$ cat src/hdl/vses_div.sv
// Restoring divider, one quotient bit per cycle.
`timescale 1ns / 1ps
module vses_div #(
  parameter int NUM_W = 41
) (
  input  logic             clk_i,
  input  logic             rst_ni,
  input  logic             start_i,
  input  logic [NUM_W-1:0] num_i,
  input  logic [31:0]      den_i,
  output logic             done_o,
  output logic [NUM_W-1:0] quo_o
);

  localparam int CNT_W = $clog2(NUM_W + 1);

  logic [NUM_W-1:0] num_q, quo_q;
  logic [31:0]      den_q, rem_q;
  logic [CNT_W-1:0] cnt_q;
  logic             done_q;
  logic [32:0]      trial;
  logic             fits;

  assign trial = {rem_q, num_q[NUM_W-1]};
  assign fits  = trial >= {1'b0, den_q};

  always_ff @(posedge clk_i or negedge rst_ni) begin
    if (!rst_ni) begin
      cnt_q  <= '0;
      done_q <= 1'b0;
    end else begin
      done_q <= 1'b0;
      if (start_i) begin
        cnt_q <= CNT_W'(NUM_W);
        num_q <= num_i;
        den_q <= den_i;
        rem_q <= '0;
        quo_q <= '0;
      end else if (cnt_q != '0) begin
        num_q <= num_q << 1;
        quo_q <= {quo_q[NUM_W-2:0], fits};
        rem_q <= fits ? 32'(trial - {1'b0, den_q}) : trial[31:0];
        cnt_q <= cnt_q - 1'b1;
        if (cnt_q == CNT_W'(1)) done_q <= 1'b1;
      end
    end
  end

  assign done_o = done_q;
  assign quo_o  = quo_q;

endmodule

$ cat config.mk
export PLATFORM = sky130hd
export DESIGN_NAME = vses_div
export DESIGN_NICKNAME = d
export VERILOG_FILES = /design/src/hdl/vses_div.sv
export SDC_FILE = /design/constraint.sdc
export NUM_CORES = 1
export LEC_CHECK = 0
export BUFFER_PORTS_ARGS = -buffer_cell sky130_fd_sc_hd__buf_2
export CAP_MARGIN = 40
export CORE_MARGIN = 2
export CORE_UTILIZATION = 50
export CTS_BUF_LIST = sky130_fd_sc_hd__clkbuf_8 sky130_fd_sc_hd__clkbuf_16
export CTS_CLUSTER_DIAMETER = 30
export DETAILED_ROUTE_END_ITERATION = 8
export PLACE_DENSITY = 0.79
export SYNTH_ARGS = -nofsm -noshare
export SYNTH_HDL_FRONTEND = slang
export SYNTH_SLANG_ARGS = --single-unit
$ cat constraint.sdc
create_clock -name clk_i -period 6.32 [get_ports clk_i]
set_clock_uncertainty 0.2 [all_clocks]
set_input_delay 1.264 -clock clk_i [delete_from_list [all_inputs] [get_ports clk_i]]
set_output_delay 1.264 -clock clk_i [all_outputs]
set_load 0.005 [all_outputs]
==> flow_summary_export.csv <==
group,metric,value,unit
status,status,"completed",
logic_synthesis,ys_seq_area_share,52.7,%
power_and_ir_drop,leakage,4.11,nW
logic_synthesis,yosys.cell_types.count,64,
global_routing,grt_util_met1,28.3,%
global_routing,grtUsageMet2,32.5,%
worst_setup_path,crit_chain,"ha_1 > and2_1 > and4_4 > a31oi_1 > o21ai_1 > a211o_1 > nor3_4 > buf_4 > nor2_1 > a211oi_1 > nor3_1",
floorplanning,die_w,136,microns
logic_synthesis,synthArstFlopShare,4.58,%
global_routing,grt_usage,21.1,%
clock_tree,post-cts-setup-buffer-count,0,
clock_tree,cts_resized,0,
clock_tree,cts.sinks,153,
floorplanning,die-area,0.0184,sq mm
logic_synthesis,synth_fp_nets,918,
global_routing,grt_first_pass_wirelength,30900,microns
floorplanning,ios,118,
route,via_per_inst,5.63,
worst_setup_path,critPathRequiredTime,6.27,ns
worst_setup_path,startpoint_type,"flip-flop",
clock_tree,postCtsHoldBufs,0,
clock_tree,cts_buffers,17,
finish,n_antenna_cell,0,
floorplanning,num_rows,48,
worst_setup_path,arrival,3.84,ns
finish,drive_above_1_share,23.4,%
power_and_ir_drop,p_per_area,306,mW/mm^2
logic_synthesis,ys_warn_count,0,
sta,worstMarginPinSlew,0.847,ns
floorplanning,start_util,50.6,%
clock_tree,cts_buffer_depth,2,
sta,min_period,3.89,ns
global_routing,use_met3,6.32,%
floorplanning,chipHeight,136,microns
logic_synthesis,ys_top_cells_by_area,"edfxtp_1 51%, mux2_2 5.2%, ha_1 5.1%, a21oi_1 4.7%, nand2_1 4.7%",
sta,setup_tns,0,ns
clock_tree,clock_latency,0.43,ns
power_and_ir_drop,p_total,3.04,mW
worst_hold_path,hold_path.class,"flip-flop to flip-flop",
sta,drv_slew,0,
place,place_area,0.00933,sq mm
clock_tree,cts_max_level,4,
sta,hold_viol,0,
route,drc_errors,0,
logic_synthesis,synthFlopType,"edfxtp_1",
worst_setup_path,cp_max_fo,51,
route,antenna_left,0,
finish,nNetsFinal,1013,
logic_synthesis,synth_cells,806,
finish,area_growth,14.7,%
flow_run,max_cap_viol_count,0,
global_routing,antenna_found_initial,0,
worst_hold_path,min_path_cells,1,
clock_tree,cts_root_buf,"clkbuf_16",
worst_setup_path,worstRegToRegCells,11,
worst_setup_path,crit_path_top_delay_cell,"buf_4",
clock_tree,cts.reportedPaths.clkPinSlew,0.06,ns
logic_synthesis,syn_area,0.00865,sq mm
logic_synthesis,avgSynthCellArea,10.7,sq um
sta,finalCritPeriodShare,61.6,%
route,wire_per_inst,16.4,microns
finish,fin_cells,1139,
global_routing,grt_pass1_vias,6380,
place,io_buffers,117,
floorplanning,core,0.0171,sq mm
global_routing,busiest_layer,"met2",
route,num_vias,6413,
finish,fin_util,58.0,%
logic_synthesis,synth_top_cell_area_share,50.7,%
worst_setup_path,crit_type,"flip-flop to flip-flop",
place,dp.cells,1107,
power_and_ir_drop,peakVddDrop,221,uV
worst_setup_path,end_kind,"flip-flop",
place,gp_congestion,0.888,
global_routing,gr-total-overflow,0,
logic_synthesis,ys_seq_elements,153,
clock_tree,cts_tree,"built",
worst_setup_path,slowest_delay,0.53,ns
route,drtIter0Drc,558,
sta,setup_violations,0,
logic_synthesis,synth.largest_area_cell,"edfxtp_1",
global_routing,grt_start_max_net_pins,59,
finish,fin_area,0.00993,sq mm
logic_synthesis,synth_edf_count,146,
sta,max_freq,257,MHz
sta,rsz0062_at_grt,"no",
place,hpwlAfterDp,12300,microns
route,first_pass_iters,4,
sta,maxSlewHeadroom,43.5,%
route,routed_wl,18700,microns
-- metal layers --
| metal | part of all wire (%) | vias to the layer above |
|---|---|---|
| met5 | 0 | - |
| met4 | 2.3 | 0 |
| met3 | 6.9 | 39 |
| met2 | 45 | 197 |
| met1 | 45 | 3052 |
| li1 | - | 3125 |
-- per-stage QoR --
step | hold WS [ns] | worst slack (ns)
after floorplan | 0.275 | 0.573
after global placement | 0.298 | 2.69
after detailed placement | 0.305 | 2.57
after CTS | 0.313 | 2.54
after global routing | 0.343 | 2.19
final | 0.315 | 2.43
-- Yosys cell counts, types with 6 or more instances --
library cell	number
xnor2_1	16
nor2_1	64
a31oi_1	6
o211ai_1	6
dfrtp_1	7
a211oi_1	24
ha_1	35
edfxtp_1	146
clkbuf_1	24
nor3_1	25
mux2_2	40
nand2b_1	9
nand2_1	108
nand4_1	8
buf_6	6
xor2_1	14
o21ai_0	24
buf_2	10
a21oi_1	81
nand3_1	10
o211a_1	7
a21o_1	16
inv_1	42
-- placed cells by master (no fill, tap or decap), drive strengths merged, types with 9 or more instances in the layout --
cell    count
xnor2      16
a211oi     25
clkbuf     21
nor3       26
xor2       14
edfxtp    146
nand3      11
inv        45
a21oi      83
ha         35
o21ai      28
nand2b      9
buf       125
nand2     108
mux2       40
nor2       64
a21o       16
-- layout make-up --
type	instances	area (sq um)
fillers	1464	7190
flip-flops and latches	153	4560
multi-input cells	562	3670
repair buffers	125	654
clock buffers	21	480
well taps	225	282
inverters	42	158
clock inverters	11	119
-- cells by family after synthesis --
family                     Yosys count  synth area share, %
muxes                               43                 5.55
buffers and inverters               91                 5.00
DFF                                153                 52.7
AOI/OAI and AO/OA                  199                 15.1
and+or+nand+nor                    254                 13.3
adders and majority gates           36                 5.29
xor gates and xnor gates            30                 3.04
-- report_power, final --
part           switching, mW  total (mW)  internal, mW
registers             0.0525        1.28          1.23
logic                  0.414       0.720         0.305
clock network          0.415        1.04         0.623
-- worst paths after layout --
check / startpoint / endpoint / slack, ns
max: rem_q[12]$_SDFFCE_PP0P_ / rem_q[12]$_SDFFCE_PP0P_ / 2.43
min: cnt_q[3]$_DFFE_PN0N_ / cnt_q[3]$_DFFE_PN0N_ / 0.31
max reg2reg: rem_q[12]$_SDFFCE_PP0P_ / rem_q[12]$_SDFFCE_PP0P_ / 2.43
min reg2reg: cnt_q[3]$_DFFE_PN0N_ / cnt_q[3]$_DFFE_PN0N_ / 0.31
max in group asynchronous: rst_ni / cnt_q[4]$_DFFE_PN0N_ / 4.31
min in group asynchronous: rst_ni / cnt_q[2]$_DFFE_PN0N_ / 0.60
-- worst max-delay path: cells and delay by family, from the launching register on --
kind                       cells  cell delay, ns
and+or+nand+nor                5            1.10
DFF                            1            0.43
adders and majority gates      1            0.41
AOI/OAI and AO/OA              4            0.91
buffers and inverters          1            0.53
-- state kept, by name, indices dropped and copies added, names as in the netlist --
signal / flops
num_q: 41
cnt_q: 6
done_o: 1
quo_o: 41
den_q: 32
rem_q: 32
Power figures use the tool's default switching activity.
