<file path="src/hdl/vses_pkg.sv">
// Shared types, constants and table builders for the variable-step smoother.
`timescale 1ns / 1ps
package vses_pkg;

  localparam int INT_TAB_SIZE = 32;
  localparam int MAC_A_W = 32;
  localparam int MAC_B_W = 36;
  localparam int MAC_CHUNK_W = 18;
  localparam int MAC_P_W = MAC_A_W + MAC_B_W;
  localparam int VAL_W = 36;

  // register indexes on the configuration port
  localparam logic REG_LEVEL_TC = 1'b0;
  localparam logic REG_TREND_TC = 1'b1;

  typedef logic [30:0] q30_t;
  typedef q30_t int_tab_t [INT_TAB_SIZE];

  // exp(-x) in Q30 by a Taylor series up to x^24 with truncating products
  function automatic q30_t exp_series_q30(input logic [63:0] x30);
    logic signed [63:0] sum;
    logic [63:0] term;
    sum = 64'sd1 <<< 30;
    term = 64'd1 << 30;
    for (int k = 1; k <= 24; k++) begin
      term = ((term * x30) >> 30) / 64'(k);
      if ((k % 2) == 1) sum = sum - $signed(term);
      else sum = sum + $signed(term);
    end
    if (sum < 0) sum = 0;
    if (sum > (64'sd1 <<< 30)) sum = 64'sd1 <<< 30;
    return q30_t'(sum);
  endfunction

  // exp(-n) in Q30 for n below INT_TAB_SIZE
  function automatic int_tab_t build_int_tab();
    int_tab_t tab;
    logic [63:0] e1;
    logic [63:0] p;
    e1 = 64'(exp_series_q30(64'd1 << 30));
    tab[0] = q30_t'(64'd1 << 30);
    for (int i = 1; i < INT_TAB_SIZE; i++) begin
      p = (64'(tab[i-1]) * e1 + (64'd1 << 29)) >> 30;
      tab[i] = q30_t'(p);
    end
    return tab;
  endfunction

  localparam int_tab_t INT_TAB = build_int_tab();

  function automatic logic signed [31:0] sat32(input logic signed [VAL_W-1:0] v);
    if (v > 36'sd2147483647) return 32'sh7fffffff;
    if (v < -36'sd2147483648) return 32'sh80000000;
    return v[31:0];
  endfunction

endpackage

</file>
<file path="src/hdl/vses_mac.sv">
// Shared multiplier: 32 x 36 product from two 32 x 18 partial products (18-bit chunks of b).
`timescale 1ns / 1ps
module vses_mac
  import vses_pkg::*;
(
  input  logic               clk_i,
  input  logic               rst_ni,
  input  logic               start_i,
  input  logic [MAC_A_W-1:0] a_i,
  input  logic [MAC_B_W-1:0] b_i,
  output logic               done_o,
  output logic [MAC_P_W-1:0] prod_o
);

  localparam int PP_W = MAC_A_W + MAC_CHUNK_W;

  logic [MAC_A_W-1:0] a_q;
  logic [MAC_B_W-1:0] b_q;
  logic [PP_W-1:0]    pp_q;
  logic [MAC_P_W-1:0] acc_q;
  logic [1:0]         step_q;
  logic               done_q;

  always_ff @(posedge clk_i or negedge rst_ni) begin
    if (!rst_ni) begin
      step_q <= 2'd0;
      done_q <= 1'b0;
    end else begin
      done_q <= 1'b0;
      if (start_i) begin
        a_q    <= a_i;
        b_q    <= b_i;
        step_q <= 2'd1;
      end else begin
        unique case (step_q)
          2'd1: begin
            pp_q   <= a_q * b_q[MAC_CHUNK_W-1:0];
            step_q <= 2'd2;
          end
          2'd2: begin
            acc_q  <= MAC_P_W'(pp_q);
            pp_q   <= a_q * b_q[MAC_B_W-1:MAC_CHUNK_W];
            step_q <= 2'd3;
          end
          2'd3: begin
            acc_q  <= acc_q + (MAC_P_W'(pp_q) << MAC_CHUNK_W);
            step_q <= 2'd0;
            done_q <= 1'b1;
          end
          default: step_q <= 2'd0;
        endcase
      end
    end
  end

  assign done_o = done_q;
  assign prod_o = acc_q;

endmodule
</file>
<file path="config.mk">
export PLATFORM = sky130hd
export DESIGN_NAME = vses_mac
export DESIGN_NICKNAME = d
export VERILOG_FILES = /design/src/hdl/vses_pkg.sv /design/src/hdl/vses_mac.sv
export SDC_FILE = /design/constraint.sdc
export NUM_CORES = 2
export LEC_CHECK = 0
export CORE_MARGIN = 8
export CORE_UTILIZATION = 36
export DETAILED_ROUTE_END_ITERATION = 12
export DONT_BUFFER_PORTS = 1
export PLACE_DENSITY = 0.53
export SLEW_MARGIN = 15
export SYNTH_ARGS = -nofsm -noshare
export SYNTH_HDL_FRONTEND = slang
export SYNTH_SLANG_ARGS = --single-unit
</file>
<file path="constraint.sdc">
create_clock -name clk_i -period 10.2 [get_ports clk_i]
set_clock_uncertainty 0.1 [all_clocks]
set_input_delay 2.04 -clock clk_i [delete_from_list [all_inputs] [get_ports clk_i]]
set_output_delay 2.04 -clock clk_i [all_outputs]
set_load 0.01 [all_outputs]
</file>
==> out/qor.csv <==
metric,value,unit
global_route.usage.met3,3.30,%
r2r-end,pp_q[44],
grt_pass1_vias,36500,
crit_path_end_kind,flip-flop,
die-area,0.140,mm2
required,10.51,ns
hold_path_end,prod_o[4],
rows,131,
cts_hold_buf,0,
synth.avg_cell_area,9.01,um2
grt_max_degree,63,
arrival,8.42,ns
grt_pass1_wl,220000,um
vias,33700,
nets,6263,
routed_wl,138000,um
drive_above_1_share,3.30,%
ff2ff_path_depth,22,
async_reset_ff_share,1.59,%
crit_type,flip-flop to flip-flop,
final_cell_mix,"inv_1, fa_1, nand2_1",
min_path_type,flip-flop to flip-flop,
cp_max_fo,19,
gr-total-overflow,0,
synth-seq-cells,189,
place_congestion,0.903,
syn_area,0.0461,mm2
io_pins,140,
maxCapViolations,0,
yosys_warnings,0,
synthesis.nets,6445,
reg2reg_from,a_q[10],
route.detailed.wl_per_inst,20.9,um
hpwl,107000,um
rsz0062_at_grt,false,
antenna_found_initial,11,
root_buffer,clkbuf_16,
fin_setup_tns,0,ns
slew_headroom,31.2,%
post_cts_resized,0,
top_usage_layer,met2,
cts_tree,yes,
start_util,36.2,%
period_minus_slack,8.10,ns
synth_edf_count,186,
layout.cells.most_common,inv_1,
die_y,374,um
use_met2,32.9,%
clk_path_buf_depth,2,
via_per_inst,5.09,
cts.clk_slew.worst_paths,0.10,ns
yosysSeqAreaShare,12.3,%
core_area,0.127,mm2
die_w,374,um
status,"complete, no violations",
clock_latency,0.55,ns
finalHoldViolations,0,
first_pass_iters,5,
cts_inserted_buffers,17,
clock_sinks,189,
drt_iter0_markers,2120,
worstHoldStart,pp_q[4],
area_growth,4.88,%
post-route-period-util,79.5,%
final-seq-area,0.00566,mm2
setup_viol,0,
max_freq,123,MHz
worst_pin_slew,1.03,ns
fill_cells,12900,
drc,0,
drtAntennaViolNets,0,
synthCells,5114,
worst_setup_path_start_kind,flip-flop,
multi_input_comb_area,0.0351,mm2
ys.flop_type,edfxtp_1,
h-tree-depth,4,
postCtsSetupBuffers,0,
whs_path_depth,1,
synth_cell_types,67,
global_route.usage.total,20.2,%
met1_usage,28.0,%
portBuffers,0,
maxSlewViolCount,0,
ff2ff_setup_slack,2.10,ns
## worst max-delay path by stage
stage               startpoint  endpoint  slack [ns]  cells after the start
floorplan              a_q[15]  pp_q[48]        3.60                     24
detailed placement     a_q[10]  pp_q[44]        2.22                     22
global route           a_q[10]  pp_q[41]        1.89                     22
global placement       a_q[10]  pp_q[44]        2.30                     22
finish                 a_q[10]  pp_q[44]        2.10                     22
CTS                    a_q[10]  pp_q[44]        2.17                     22
## synthesized netlist by cell type (30+ instances only)
| cell | instances | share of area (%) |
|---|---|---|
| ha_1 | 299 | 8.1 |
| fa_1 | 961 | 42 |
| a21oi_1 | 167 | 1.8 |
| a21o_1 | 75 | 1.2 |
| mux2_2 | 30 | 0.73 |
| xor2_1 | 49 | 0.93 |
| inv_1 | 1153 | 9.4 |
| edfxtp_1 | 186 | 12 |
| and2_1 | 437 | 5.9 |
| clkbuf_1 | 274 | 2.2 |
| o21ai_0 | 115 | 1.2 |
| xnor2_1 | 78 | 1.5 |
| nand2_1 | 850 | 6.9 |
| nor2b_1 | 37 | 0.50 |
| nor2_1 | 101 | 0.82 |
| nand3_1 | 33 | 0.36 |
## kinds of logic (layout without fill, tap and decap cells)
family | count (synthesis) | in the layout | share of synthesized area [%]
other | 0 | 5 | 0
multiplexers | 37 | 37 | 0.885
XOR/XNOR | 127 | 127 | 2.41
adder cells (fa/ha/maj) | 1260 | 1260 | 49.9
flip-flops | 189 | 189 | 12.3
buffers and inverters | 1435 | 1266 | 11.7
AO/OA/AOI/OAI | 513 | 513 | 7.07
AND/OR/NAND/NOR | 1553 | 1553 | 15.8
## routing by layer
metal	share of wire, %	up-vias
met5	0.066	-
met4	2.5	12
met3	6.1	175
met2	46	1052
met1	45	17500
li1	-	15000
## sequential cells by signal, indices dropped and copies added (netlist names)
register and flops:
b_q 36, step_q 2, prod_o 68, done_o 1
a_q 32, pp_q 50
## stage by stage
step                      setup slack, ns  hold WS (ns)  util, %  instance area [um2]  cells
after CTS                            2.17         0.498     37.9                48300   6607
after detailed placement             2.22         0.479     37.5                47700   6575
after floorplan                      3.60         0.429        -                46100   5114
after global placement               2.30         0.485     37.5                47700   6575
final                                2.10         0.500     38.0                48300   6612
after global routing                 1.89         0.519     37.9                48300   6607
## final cells by class
class	count	share of cell area, %
Timing Repair Buffer	81	1.26
Sequential cell	189	11.7
Multi-Input combinational cell	3490	72.5
Clock inverter	14	0.336
Tap cell	1662	4.30
Antenna cell	5	0.0259
Inverter	1153	8.95
Clock buffer	18	0.888
## critical path: stages, from the launching register on
cell,delay (ns)
edfxtp_1,0.93
buf_4,0.42
nand2_1,0.13
fa_1,0.53
fa_1,0.58
fa_1,0.45
fa_1,0.54
inv_1,0.05
fa_1,0.47
inv_1,0.05
fa_1,0.47
inv_1,0.04
ha_1,0.36
o21ai_0,0.12
o21ai_0,0.29
nand2_1,0.20
o211ai_1,0.30
a21oi_1,0.20
and4_1,0.25
or3b_2,0.51
o21ai_0,0.25
xor2_1,0.48
o22a_1,0.24
Power is not shown: default switching activity piles up to over one toggle a cycle in this logic, so the estimate is an artifact.
